--- src/rtl/core/lbm_pkg.sv ---
// Shared types, codes and constants for the latched pattern-bank mapper.
// No dependencies; every other file of the block refers to it by scoped names.
package lbm_pkg;

  // Field widths
  localparam int CMD_W      = 3;
  localparam int ADDR_W     = 16;
  localparam int DATA_W     = 8;
  localparam int REGION_W   = 4;
  localparam int MADDR_W    = 17;
  localparam int CFG_IDX_W  = 3;
  localparam int CFG_DATA_W = 13;
  localparam int PRG_BANK_W = 4;
  localparam int CHR_BANK_W = 5;
  localparam int CHR_BANKS  = 4;

  // Default address widths of the ROMs
  localparam int PRG_ADDR_BITS_DEF = 17;
  localparam int CHR_ADDR_BITS_DEF = 17;

  // Size limits
  localparam logic [4:0] PRG_LOG2_MIN = 5'd15;
  localparam logic [4:0] CHR_LOG2_MIN = 5'd12;

  // Bus commands
  typedef enum logic [CMD_W-1:0] {
    CMD_CPU_READ  = 3'd0,
    CMD_CPU_WRITE = 3'd1,
    CMD_PPU_LATCH = 3'd2,
    CMD_PPU_READ  = 3'd3,
    CMD_PPU_WRITE = 3'd4
  } cmd_t;

  // Target regions
  localparam logic [REGION_W-1:0] RGN_NONE      = 4'd0;
  localparam logic [REGION_W-1:0] RGN_SYSRAM    = 4'd1;
  localparam logic [REGION_W-1:0] RGN_PPU_REGS  = 4'd2;
  localparam logic [REGION_W-1:0] RGN_APU_REGS  = 4'd3;
  localparam logic [REGION_W-1:0] RGN_BACKUP    = 4'd4;
  localparam logic [REGION_W-1:0] RGN_PRG_ROM   = 4'd5;
  localparam logic [REGION_W-1:0] RGN_CHR_ROM   = 4'd6;
  localparam logic [REGION_W-1:0] RGN_CHR_RAM   = 4'd7;
  localparam logic [REGION_W-1:0] RGN_NAMETABLE = 4'd8;
  localparam logic [REGION_W-1:0] RGN_MAPPER    = 4'd9;

  // CPU address windows, address[15:13]
  localparam logic [2:0] CPU_WIN_SYSRAM = 3'd0;
  localparam logic [2:0] CPU_WIN_PPU    = 3'd1;
  localparam logic [2:0] CPU_WIN_APU    = 3'd2;
  localparam logic [2:0] CPU_WIN_BACKUP = 3'd3;
  localparam logic [2:0] CPU_WIN_PRG_SW = 3'd4;

  // Mapper register select, address[15:12]
  localparam logic [3:0] MREG_PRG  = 4'hA;
  localparam logic [3:0] MREG_CHR0 = 4'hB;
  localparam logic [3:0] MREG_CHR1 = 4'hC;
  localparam logic [3:0] MREG_CHR2 = 4'hD;
  localparam logic [3:0] MREG_CHR3 = 4'hE;

  // Magic tile rows, PPU address[12:4]
  localparam logic [8:0] TILE_LOW_FD  = 9'h0FD;
  localparam logic [8:0] TILE_LOW_FE  = 9'h0FE;
  localparam logic [8:0] TILE_HIGH_FD = 9'h1FD;
  localparam logic [8:0] TILE_HIGH_FE = 9'h1FE;

  // Pattern window, PPU address[13:12]
  localparam logic [1:0] VWIN_LOW  = 2'd0;
  localparam logic [1:0] VWIN_HIGH = 2'd1;

  // Configuration register indexes
  localparam logic [CFG_IDX_W-1:0] CFG_PRG_SIZE    = 3'd0;
  localparam logic [CFG_IDX_W-1:0] CFG_CHR_SIZE    = 3'd1;
  localparam logic [CFG_IDX_W-1:0] CFG_BACKUP_PRES = 3'd2;
  localparam logic [CFG_IDX_W-1:0] CFG_BACKUP_MASK = 3'd3;

  // One input word
  typedef struct packed {
    logic [CMD_W-1:0]  command;
    logic [ADDR_W-1:0] address;
    logic [DATA_W-1:0] data;
  } item_t;

  // Derived configuration seen by the decoder
  typedef struct packed {
    logic [PRG_BANK_W-1:0] prg_mask;
    logic [CHR_BANK_W-1:0] chr_mask;
    logic [MADDR_W-1:0]    prg_top;
    logic                  backup_present;
    logic [12:0]           backup_mask;
  } cfg_t;

  // Current mapper state
  typedef struct packed {
    logic [PRG_BANK_W-1:0]                 prg_bank;
    logic [CHR_BANKS-1:0][CHR_BANK_W-1:0]  chr_bank;
    logic                                  low_latch;
    logic                                  high_latch;
    logic                                  mirror;
    logic [ADDR_W-1:0]                     video_addr;
  } bank_state_t;

  // State updates caused by one word
  typedef struct packed {
    logic                  prg_we;
    logic [CHR_BANKS-1:0]  chr_we;
    logic                  mirror_we;
    logic                  va_we;
    logic                  low_we;
    logic                  low_val;
    logic                  high_we;
    logic                  high_val;
    logic [PRG_BANK_W-1:0] prg_val;
    logic [CHR_BANK_W-1:0] chr_val;
    logic                  mirror_val;
    logic [ADDR_W-1:0]     va_val;
  } bank_upd_t;

  // One result word
  typedef struct packed {
    logic [REGION_W-1:0] region;
    logic [MADDR_W-1:0]  mem_addr;
    logic                is_write;
    logic [DATA_W-1:0]   write_data;
    logic                mirror_horizontal;
  } result_t;

endpackage

--- src/rtl/core/latched_chr_bank_mapper.sv ---
// Latched pattern-bank cartridge mapper, top level.
// Throughput: one word per cycle unless out_stall holds a valid result; an input register
// and a result register frame the decode, and the result register drives out_*.
// Reset (rst_n low, synchronous): pipeline empties, banks and mirroring clear, both tile
// latches set, video address clears, configuration returns to its reset values.
// Depends on lbm_pkg, lbm_cfg_regs, lbm_bank_regs, lbm_decode.
module latched_chr_bank_mapper #(
  parameter int PRG_ADDR_BITS = lbm_pkg::PRG_ADDR_BITS_DEF,
  parameter int CHR_ADDR_BITS = lbm_pkg::CHR_ADDR_BITS_DEF
) (
  input  logic                             clk,
  input  logic                             rst_n,
  // input channel
  input  logic                             in_valid,
  output logic                             in_stall,
  input  logic [lbm_pkg::CMD_W-1:0]        in_command,
  input  logic [lbm_pkg::ADDR_W-1:0]       in_address,
  input  logic [lbm_pkg::DATA_W-1:0]       in_data,
  // result channel
  output logic                             out_valid,
  input  logic                             out_stall,
  output logic [lbm_pkg::REGION_W-1:0]     out_region,
  output logic [lbm_pkg::MADDR_W-1:0]      out_mem_addr,
  output logic                             out_is_write,
  output logic [lbm_pkg::DATA_W-1:0]       out_write_data,
  output logic                             out_mirror_horizontal,
  // configuration port
  input  logic                             cfg_valid,
  output logic                             cfg_ready,
  input  logic [lbm_pkg::CFG_IDX_W-1:0]    cfg_index,
  input  logic [lbm_pkg::CFG_DATA_W-1:0]   cfg_data
);

  logic                  s1_valid_r;
  lbm_pkg::item_t        s1_item_r;
  logic                  out_valid_r;
  lbm_pkg::result_t      out_res_r;
  logic                  adv;
  logic                  in_ready;
  logic                  fire;
  lbm_pkg::cfg_t         cfg;
  lbm_pkg::bank_state_t  state;
  lbm_pkg::result_t      res;
  lbm_pkg::bank_upd_t    upd;

  // Pipeline handshake
  assign adv      = !out_valid_r || !out_stall;
  assign in_ready = !s1_valid_r || adv;
  assign in_stall = !in_ready;
  assign fire     = s1_valid_r && adv;

  // Input register
  always_ff @(posedge clk) begin
    if (!rst_n) begin
      s1_valid_r <= 1'b0;
    end else if (in_ready) begin
      s1_valid_r <= in_valid;
    end
  end

  always_ff @(posedge clk) begin
    if (in_valid && in_ready) begin
      s1_item_r.command <= in_command;
      s1_item_r.address <= in_address;
      s1_item_r.data    <= in_data;
    end
  end

  lbm_cfg_regs #(
    .PRG_ADDR_BITS (PRG_ADDR_BITS),
    .CHR_ADDR_BITS (CHR_ADDR_BITS)
  ) u_cfg (
    .clk       (clk),
    .rst_n     (rst_n),
    .cfg_valid (cfg_valid),
    .cfg_ready (cfg_ready),
    .cfg_index (cfg_index),
    .cfg_data  (cfg_data),
    .cfg       (cfg)
  );

  lbm_bank_regs u_banks (
    .clk   (clk),
    .rst_n (rst_n),
    .fire  (fire),
    .upd   (upd),
    .state (state)
  );

  lbm_decode u_decode (
    .item  (s1_item_r),
    .cfg   (cfg),
    .state (state),
    .res   (res),
    .upd   (upd)
  );

  // Result register
  always_ff @(posedge clk) begin
    if (!rst_n) begin
      out_valid_r <= 1'b0;
    end else if (adv) begin
      out_valid_r <= s1_valid_r;
    end
  end

  always_ff @(posedge clk) begin
    if (fire) begin
      out_res_r <= res;
    end
  end

  assign out_valid             = out_valid_r;
  assign out_region            = out_res_r.region;
  assign out_mem_addr          = out_res_r.mem_addr;
  assign out_is_write          = out_res_r.is_write;
  assign out_write_data        = out_res_r.write_data;
  assign out_mirror_horizontal = out_res_r.mirror_horizontal;

endmodule

--- src/rtl/core/lbm_cfg_regs.sv ---
// Configuration registers and the bank masks and fixed-window base derived from them.
// Depends on lbm_pkg.
module lbm_cfg_regs #(
  parameter int PRG_ADDR_BITS = lbm_pkg::PRG_ADDR_BITS_DEF,
  parameter int CHR_ADDR_BITS = lbm_pkg::CHR_ADDR_BITS_DEF
) (
  input  logic                             clk,
  input  logic                             rst_n,
  input  logic                             cfg_valid,
  output logic                             cfg_ready,
  input  logic [lbm_pkg::CFG_IDX_W-1:0]    cfg_index,
  input  logic [lbm_pkg::CFG_DATA_W-1:0]   cfg_data,
  output lbm_pkg::cfg_t                    cfg
);

  localparam logic [4:0] PRG_LOG2_MAX = 5'(PRG_ADDR_BITS);
  localparam logic [4:0] CHR_LOG2_MAX = 5'(CHR_ADDR_BITS);

  logic [4:0]  prg_size_r;
  logic [4:0]  chr_size_r;
  logic        backup_pres_r;
  logic [12:0] backup_mask_r;
  logic [4:0]  prg_l;
  logic [4:0]  chr_l;

  // Always ready; writes beyond the list are dropped
  assign cfg_ready = 1'b1;

  // Capture register writes
  always_ff @(posedge clk) begin
    if (!rst_n) begin
      prg_size_r    <= 5'd17;
      chr_size_r    <= 5'd17;
      backup_pres_r <= 1'b0;
      backup_mask_r <= 13'h1FFF;
    end else if (cfg_valid) begin
      case (cfg_index)
        lbm_pkg::CFG_PRG_SIZE:    prg_size_r    <= cfg_data[4:0];
        lbm_pkg::CFG_CHR_SIZE:    chr_size_r    <= cfg_data[4:0];
        lbm_pkg::CFG_BACKUP_PRES: backup_pres_r <= cfg_data[0];
        lbm_pkg::CFG_BACKUP_MASK: backup_mask_r <= cfg_data;
        default: ;
      endcase
    end
  end

  // Clamp sizes to the supported range
  always_comb begin
    if (prg_size_r < lbm_pkg::PRG_LOG2_MIN)  prg_l = lbm_pkg::PRG_LOG2_MIN;
    else if (prg_size_r > PRG_LOG2_MAX)      prg_l = PRG_LOG2_MAX;
    else                                     prg_l = prg_size_r;
    if (chr_size_r < lbm_pkg::CHR_LOG2_MIN)  chr_l = lbm_pkg::CHR_LOG2_MIN;
    else if (chr_size_r > CHR_LOG2_MAX)      chr_l = CHR_LOG2_MAX;
    else                                     chr_l = chr_size_r;
  end

  // Build masks and the base of the fixed top 32K window
  always_comb begin
    for (int i = 0; i < lbm_pkg::PRG_BANK_W; i++) begin
      cfg.prg_mask[i] = (5'(i + 13) < prg_l);
    end
    for (int i = 0; i < lbm_pkg::CHR_BANK_W; i++) begin
      cfg.chr_mask[i] = (5'(i + 12) < chr_l);
    end
    for (int i = 0; i < lbm_pkg::MADDR_W; i++) begin
      cfg.prg_top[i] = (i >= 15) && (5'(i) < prg_l);
    end
    cfg.backup_present = backup_pres_r;
    cfg.backup_mask    = backup_mask_r;
  end

endmodule

--- src/rtl/core/lbm_bank_regs.sv ---
// Mapper state: program bank, pattern banks, tile latches, mirroring, video address.
// Depends on lbm_pkg.
module lbm_bank_regs (
  input  logic                  clk,
  input  logic                  rst_n,
  input  logic                  fire,
  input  lbm_pkg::bank_upd_t    upd,
  output lbm_pkg::bank_state_t  state
);

  lbm_pkg::bank_state_t state_r;

  assign state = state_r;

  // Apply the updates of the word leaving decode
  always_ff @(posedge clk) begin
    if (!rst_n) begin
      state_r.prg_bank   <= '0;
      state_r.chr_bank   <= '0;
      state_r.low_latch  <= 1'b1;
      state_r.high_latch <= 1'b1;
      state_r.mirror     <= 1'b0;
      state_r.video_addr <= '0;
    end else if (fire) begin
      if (upd.prg_we) state_r.prg_bank <= upd.prg_val;
      for (int i = 0; i < lbm_pkg::CHR_BANKS; i++) begin
        if (upd.chr_we[i]) state_r.chr_bank[i] <= upd.chr_val;
      end
      if (upd.mirror_we) state_r.mirror     <= upd.mirror_val;
      if (upd.va_we)     state_r.video_addr <= upd.va_val;
      if (upd.low_we)    state_r.low_latch  <= upd.low_val;
      if (upd.high_we)   state_r.high_latch <= upd.high_val;
    end
  end

endmodule

--- src/rtl/core/lbm_decode.sv ---
// Combinational access decode: region, translated address and state updates.
// Depends on lbm_pkg.
module lbm_decode (
  input  lbm_pkg::item_t        item,
  input  lbm_pkg::cfg_t         cfg,
  input  lbm_pkg::bank_state_t  state,
  output lbm_pkg::result_t      res,
  output lbm_pkg::bank_upd_t    upd
);

  logic [2:0]                       cpu_win;
  logic [1:0]                       vwin;
  logic [lbm_pkg::CHR_BANK_W-1:0]   chr_sel;
  logic                             wr;

  assign cpu_win = item.address[15:13];
  assign vwin    = state.video_addr[13:12];

  always_comb begin
    res.region   = lbm_pkg::RGN_NONE;
    res.mem_addr = '0;
    wr           = 1'b0;
    chr_sel      = '0;
    upd          = '0;
    upd.prg_val    = item.data[3:0] & cfg.prg_mask;
    upd.chr_val    = item.data[4:0] & cfg.chr_mask;
    upd.mirror_val = item.data[0];
    upd.va_val     = item.address;

    case (lbm_pkg::cmd_t'(item.command))
      lbm_pkg::CMD_CPU_READ, lbm_pkg::CMD_CPU_WRITE: begin
        // CPU side: decode by 8K window
        case (cpu_win)
          lbm_pkg::CPU_WIN_SYSRAM: begin
            res.region   = lbm_pkg::RGN_SYSRAM;
            res.mem_addr = {6'd0, item.address[10:0]};
            wr           = item.command[0];
          end
          lbm_pkg::CPU_WIN_PPU: begin
            res.region   = lbm_pkg::RGN_PPU_REGS;
            res.mem_addr = {1'b0, item.address};
            wr           = item.command[0];
          end
          lbm_pkg::CPU_WIN_APU: begin
            res.region   = lbm_pkg::RGN_APU_REGS;
            res.mem_addr = {1'b0, item.address};
            wr           = item.command[0];
          end
          lbm_pkg::CPU_WIN_BACKUP: begin
            if (cfg.backup_present) begin
              res.region   = lbm_pkg::RGN_BACKUP;
              res.mem_addr = {4'd0, item.address[12:0] & cfg.backup_mask};
              wr           = item.command[0];
            end
          end
          default: begin
            if (!item.command[0]) begin
              // Program ROM: switchable 8K at 0x8000, fixed top above
              res.region = lbm_pkg::RGN_PRG_ROM;
              if (cpu_win == lbm_pkg::CPU_WIN_PRG_SW) begin
                res.mem_addr = {state.prg_bank, item.address[12:0]};
              end else begin
                res.mem_addr = cfg.prg_top | {2'b00, item.address[14:0]};
              end
            end else if (cpu_win != lbm_pkg::CPU_WIN_PRG_SW) begin
              // Mapper register write
              res.region   = lbm_pkg::RGN_MAPPER;
              res.mem_addr = {1'b0, item.address};
              wr           = 1'b1;
              case (item.address[15:12])
                lbm_pkg::MREG_PRG:  upd.prg_we    = 1'b1;
                lbm_pkg::MREG_CHR0: upd.chr_we[0] = 1'b1;
                lbm_pkg::MREG_CHR1: upd.chr_we[1] = 1'b1;
                lbm_pkg::MREG_CHR2: upd.chr_we[2] = 1'b1;
                lbm_pkg::MREG_CHR3: upd.chr_we[3] = 1'b1;
                default:            upd.mirror_we = 1'b1;
              endcase
            end
          end
        endcase
      end
      lbm_pkg::CMD_PPU_LATCH: begin
        // Latch the video address and watch for the magic tile rows
        upd.va_we = 1'b1;
        case (item.address[12:4])
          lbm_pkg::TILE_LOW_FD: begin
            upd.low_we  = 1'b1;
            upd.low_val = 1'b0;
          end
          lbm_pkg::TILE_LOW_FE: begin
            upd.low_we  = 1'b1;
            upd.low_val = 1'b1;
          end
          lbm_pkg::TILE_HIGH_FD: begin
            upd.high_we  = 1'b1;
            upd.high_val = 1'b0;
          end
          lbm_pkg::TILE_HIGH_FE: begin
            upd.high_we  = 1'b1;
            upd.high_val = 1'b1;
          end
          default: ;
        endcase
      end
      lbm_pkg::CMD_PPU_READ: begin
        // Pattern halves pick their bank by latch; the rest is nametable
        case (vwin)
          lbm_pkg::VWIN_LOW: begin
            chr_sel      = state.low_latch ? state.chr_bank[1] : state.chr_bank[0];
            res.region   = lbm_pkg::RGN_CHR_ROM;
            res.mem_addr = {chr_sel, state.video_addr[11:0]};
          end
          lbm_pkg::VWIN_HIGH: begin
            chr_sel      = state.high_latch ? state.chr_bank[3] : state.chr_bank[2];
            res.region   = lbm_pkg::RGN_CHR_ROM;
            res.mem_addr = {chr_sel, state.video_addr[11:0]};
          end
          default: begin
            res.region   = lbm_pkg::RGN_NAMETABLE;
            res.mem_addr = {5'd0, state.video_addr[11:0]};
          end
        endcase
      end
      lbm_pkg::CMD_PPU_WRITE: begin
        wr = 1'b1;
        if (!state.video_addr[13]) begin
          res.region   = lbm_pkg::RGN_CHR_RAM;
          res.mem_addr = {4'd0, state.video_addr[12:0]};
        end else begin
          res.region   = lbm_pkg::RGN_NAMETABLE;
          res.mem_addr = {5'd0, state.video_addr[11:0]};
        end
      end
      default: ;
    endcase

    res.is_write          = wr;
    res.write_data        = wr ? item.data : '0;
    res.mirror_horizontal = upd.mirror_we ? upd.mirror_val : state.mirror;
  end

endmodule

--- config.mk ---
export PLATFORM = sky130hd
export DESIGN_NAME = latched_chr_bank_mapper
export DESIGN_NICKNAME = d
export VERILOG_FILES = /design/src/rtl/core/lbm_pkg.sv /design/src/rtl/core/latched_chr_bank_mapper.sv /design/src/rtl/core/lbm_cfg_regs.sv /design/src/rtl/core/lbm_bank_regs.sv /design/src/rtl/core/lbm_decode.sv
export SDC_FILE = /design/constraint.sdc
export NUM_CORES = 1
export LEC_CHECK = 0
export BUFFER_PORTS_ARGS = -buffer_cell sky130_fd_sc_hd__buf_4
export CAP_MARGIN = 10
export CORE_MARGIN = 10
export CORE_UTILIZATION = 50
export DETAILED_ROUTE_END_ITERATION = 12
export PLACE_DENSITY = 0.71
export SETUP_SLACK_MARGIN = 0.1
export SLEW_MARGIN = 20
export SYNTH_ARGS = -nofsm -noshare
export SYNTH_HDL_FRONTEND = slang
export SYNTH_SLANG_ARGS = --single-unit
export TNS_END_PERCENT = 100
--- constraint.sdc ---
create_clock -name clk -period 2.7 [get_ports clk]
set_input_delay 0.27 -clock clk [delete_from_list [all_inputs] [get_ports clk]]
set_output_delay 0.27 -clock clk [all_outputs]
set_load 0.005 [all_outputs]
Word level (Yosys, flattened, before mapping) --
Index checks and enable logic that the tools add are counted.
Word-level totals: output and inout bits 34, register bits after elaboration 125, input bits 48, word-level logic and storage cells 123
Cells by class: multiplexer cells 33, equality and inequality tests 22, reduce and logical (&&, ||, !) cells 28, magnitude comparators 13, bitwise logic cells 4
Operator list (number):
- 21-bit case mux with 4 select lines | 1
- 21-bit two-way mux | 3
- 21-bit case mux with 3 select lines | 1
- 21-bit case mux with 2 select lines | 1
- 4-bit by 5-bit < comparator with 1-bit output (first input constant) | 7
- 5-bit two-way mux | 7
- 6-bit two-way mux | 4
- 2-bit AND reduction | 12
- 4-bit equality test (second input constant) | 5
- 20-bit two-way mux | 1
- 3-bit by 2-bit equality test with 1-bit output (second input constant) | 6
- 9-bit by 8-bit equality test with 1-bit output (second input constant) | 2
- 9-bit equality test (second input constant) | 2
- 17-bit two-way mux | 1
- 17-bit by 15-bit bitwise OR with 17-bit output | 1
- 13-bit AND | 1
- 5-bit greater-than comparator (second input constant) | 2
- 5-bit by 4-bit < comparator with 1-bit output (second input constant) | 2
- 5-bit < comparator (first input constant) | 2
- 1-bit two-way mux | 10
- 3-bit by 1-bit equality test with 1-bit output (second input constant) | 3
- 3-bit zero test | 3
- 2-bit case mux with 2 select lines | 2
- 3-bit equality test (second input constant) | 2
- 13 further kinds | 19

Logic depth before layout (Yosys ltp) --
depth after elaboration 9, mapped depth 7, depth with buffers taken out 4

Hierarchy --
Synthesis repeated with hierarchy kept, for this count alone.
Unflattened totals: cells, all modules 573, area total of the unflattened synthesis 6110.9 µm²
By module, submodules not included:
- latched_chr_bank_mapper | instances 1, area an instance 1825.5 µm², cells each 66, sequential area each 1781.7 µm²
- lbm_bank_regs | instances 1, area an instance 1704.1 µm², cells each 178, sequential area each 860.8 µm²
- lbm_decode | instances 1, area an instance 1318.8 µm², cells each 197, sequential area each 0.0 µm²
- lbm_cfg_regs | instances 1, area an instance 1262.5 µm², cells each 132, sequential area each 480.5 µm²

Least setup slack after synthesis --
Ideal clock, no wire load.
path kind flip-flop to flip-flop, start register out_valid_r (netlist: out_valid), end register s1_item_r[0] in the netlist's numbering, enable pin, path buffers 0, required time 2286 ps, stages on the path, launching flop included 3, arrival time 1744 ps, clock period less this slack 2158 ps, path slack 542 ps, setup time 414 ps, cell sequence dfxtp_1 > and3_1 > nor2b_1
On the way: cells in the longest elaborated chain, start to end 4
RTL lines:
- start: declaration | line latched_chr_bank_mapper.sv:36 | logic out_valid_r;
- start signal: assignment | line latched_chr_bank_mapper.sv:103 | out_valid_r <= s1_valid_r;
- 1-bit zero test | line latched_chr_bank_mapper.sv:47 | assign adv = !out_valid_r || !out_stall;
- 1-bit logical OR | line latched_chr_bank_mapper.sv:47
- 1-bit logical OR | line latched_chr_bank_mapper.sv:48 | assign in_ready = !s1_valid_r || adv;
- 1-bit logical AND | line latched_chr_bank_mapper.sv:62 | if (in_valid && in_ready) begin
- end: declaration | line latched_chr_bank_mapper.sv:35 | lbm_pkg::item_t s1_item_r;
No other way between the ends. A chain may end at the register's enable or synchronous reset.

Final worst setup path --
start register s1_item_r[24] in the netlist's numbering, end register u_banks.state_r, in the netlist u_banks.state[18]
On the way: cells in the longest elaborated chain, start to end 3
RTL lines:
- 3-bit by 2-bit equality test with 1-bit output (*) | line lbm_decode.sv:30 | case (lbm_pkg::cmd_t'(item.command))
- 5-bit two-way mux (*) | line lbm_decode.sv:30
- 2-bit AND reduction (no source line)
- end: declaration | line lbm_bank_regs.sv:11 | lbm_pkg::bank_state_t state_r;
Mark *: on every way between the ends. The rest lies on a longest branch, timed or not.

==> impl_results.md <==
- CTS root buf: clkbuf_8
- Vias in the first global route: 4,018
- TNS Setup: 0 ps
- Slew HR: 53.2%
- Hpwl dp: 8760 microns
- Detailed Routing Iterations Pass 1: 6
- Core outline area: 10,200 sq um
- WL per Instance: 17.6 microns
- Post-synth top area share: 33.4%
- Clk pin slew, worst setup/hold paths: 60 ps
- Total gr overflow: 0
- Maximum VDD drop: 0.354 mV
- Pwr dens: 660 nW/um^2
- Combined flip-flop and latch cell area: 3080 sq um
- Via count: 3,996
- Final Cycle Share: 74.9%
- Fin. max-slew vios: 0
- Cell taking the most area after synthesis: edfxtp_1
- CTS tree: done
- Crit path launch type: flip-flop
- Synth area leaders: edfxtp_1, dfxtp_1, nand2_1
- CP Cell Sequence: or3b_4 -> or2_1 -> o31ai_1 -> o2111ai_1
- Syn Nets: 522
- DR vias/cell: 5.36
- Drt initial violations: 284
- Avg Cell Area, Syn: 11.0 sq um
- Area after DPL: 5950 sq um
- Leak Pwr: 2.70 nW
- Post-Place Worst Slack: 690 ps
- Sequential power share: 46.2%
- Maximum capacitance violations: 0
- Worst Setup Path Type: flip-flop to flip-flop
- NetSw: 969 uW
- CP delay by family, top: simple AND/OR/NAND/NOR gates
- Final Instance Area: 6910 sq um
- TritonCTS buffer count: 17
- Global-route usage over all layers: 17.9%
- Power Total: 4.56 mW
- Top_reg_cell synth: dfxtp_1
- Async set-reset flop share out of synthesis: 0%
- Initial Utilization: 50.9%
- DRC Markers: 0
- Clock share of power: 46.4%
- RSZ-0062 raised after global routing: false
- Worst min path class: input pin to flip-flop
- Number of routed nets with antenna violations: 0
- Htree depth: 4
- I/O pins: 82
- Internal power: 3.59 mW
- Fmax: 494 MHz
- Fraction of the yosys area taken by sequential cells: 59.2%
- DP Cell Count: 672
- Synth warn: 0
- Post-CTS Setup Bufs: 0
- Commonest non-fill, non-tap cells in the layout: nand2_1, buf_4, dfxtp_1
- Cell Area, Synth: 5210 sq um
- CP max FO: 15
- Clock Latency Late Sink: 530 ps
- Number of synthesized register bits: 125
- Buffer and inverter count on the worst path: 0
- Status: complete, no violations
- Post-CTS Resized: 0
- Switching part of the total: 21.2%
- Crit path max-delay cell type: edfxtp_1
- Multi-input gate area: 1980 sq um
- EDFF count, synth: 58
- Syn Inst Count: 474
- Placement Rows: 37
- Fill cells: 745
- Largest net degree at the start of global routing: 77
- Final #Nets: 644
- R2R setup slack: 680 ps
- Share of post-route cells with drive strength above 1: 22.3%
- Slew of the pin with the lowest slew margin: 701 ps
- Comb pwr share: 7.4%
- Total wire length: 13,100 microns
- Port buffer count: 80
- Finished Layout Cells: 745
- CP max stage delay: 530 ps
- Critical path capture point type: flip-flop
- Setup Skew: 7.37 ps
- Chip height: 122 microns
- # clock sinks: 125
- CP Data Required Time: 3070 ps
- Final worst slack: 676 ps
- Cell variety after synth: 60
- Clk buf depth: 2
- Count of final hold-check violations: 0
- Layout area overhead: 32.6%
- Die X: 122 microns
- Most common library cell in the layout ignoring fill and taps: nand2_1
- Gpl congestion: 0.894
- Ant. Diodes: 0
- Die area: 14,900 sq um
- Initial antenna violation count: 0
- WP data arrival: 2390 ps
- First-pass GRT wire length: 20,700 microns
- Final Critical Period: 2020 ps
- Final Setup Violations: 0
[power by group through the flow]
stage / clock network, mW / logic, mW / registers [mW]
global placement: 0 / 0.283 / 2.14
finish: 2.12 / 0.337 / 2.11
detailed placement: 0 / 0.288 / 2.14
floorplan: 0 / 0.147 / 2.12
global route: 2.25 / 0.365 / 2.11
CTS: 2.15 / 0.337 / 2.11
[path summary, 6_finish.rpt]
check	start	to	cells after the start
max reg2reg	s1_item_r[24]	u_banks.state[18]	4
max	s1_item_r[24]	u_banks.state[18]	4
min	out_stall	out_valid	3
min reg2reg	u_banks.state[38]	u_banks.state[38]	2
[repair_timing]
action | CTS | global route
endpoints found under the hold margin | 44 | 0
endpoints found under the setup margin | 0 | 0
hold buffers | 41 | 0
[synth_stat cells, types with 3 or more instances]
cell type / number
a31oi_1: 3
clkbuf_1: 16
mux2_2: 6
o22ai_1: 3
buf_2: 6
nand2_1: 110
mux2i_1: 36
o21ai_0: 10
a32o_1: 12
a21oi_1: 11
buf_1: 3
a21boi_0: 13
nand3_1: 21
o21a_1: 3
nand4_1: 5
and2_1: 9
edfxtp_1: 58
nor2b_1: 12
dfxtp_1: 67
inv_1: 5
nor2_1: 13
[through the flow]
stage	utilization, %	hold WS, ps
after global routing	67.5	64.9
after floorplan	-	369
final	67.5	21.6
after global placement	58.1	439
after detailed placement	58.1	446
after CTS	67.5	8.56
[logic make-up after synthesis]
family	count (synthesis)	share of synthesized area, %
compound gates	77	10.9
xor+xnor	1	0.168
buf+inv	34	2.91
flops	125	59.2
mux	42	8.21
other cells	1	0.0720
simple gates	194	18.5
[registers in the layout, indices dropped and copies added (netlist names)]
name	flops
u_banks.state	41
s1_item_r	27
out_valid	1
u_cfg.chr_size_r	5
s1_valid_r	1
out_mem_addr	17
u_cfg.backup_mask_r	13
out_region	4
out_mirror_horizontal	1
out_write_data	8
out_is_write	1
u_cfg.prg_size_r	5
u_cfg.backup_pres_r	1
[routing by layer]
metal	wire length, microns	track usage (%)
met5	0	0
met4	184	7.58
met3	744	4.95
met2	6500	29.1
met1	5660	21.9
[area by class of cell]
class | count | area share, %
clock buffers | 24 | 6.68
clock inverters | 8 | 1.30
inverters | 5 | 0.272
repair buffers | 132 | 16.0
multi-input cells | 315 | 28.6
flip-flops and latches | 125 | 44.6
well taps | 136 | 2.46
[worst reg2reg max path: stages (launching register included)]
cell	delay [ps]
edfxtp_1	530
or3b_4	470
or2_1	420
o31ai_1	320
o2111ai_1	130
Power figures use the tool's default switching activity.
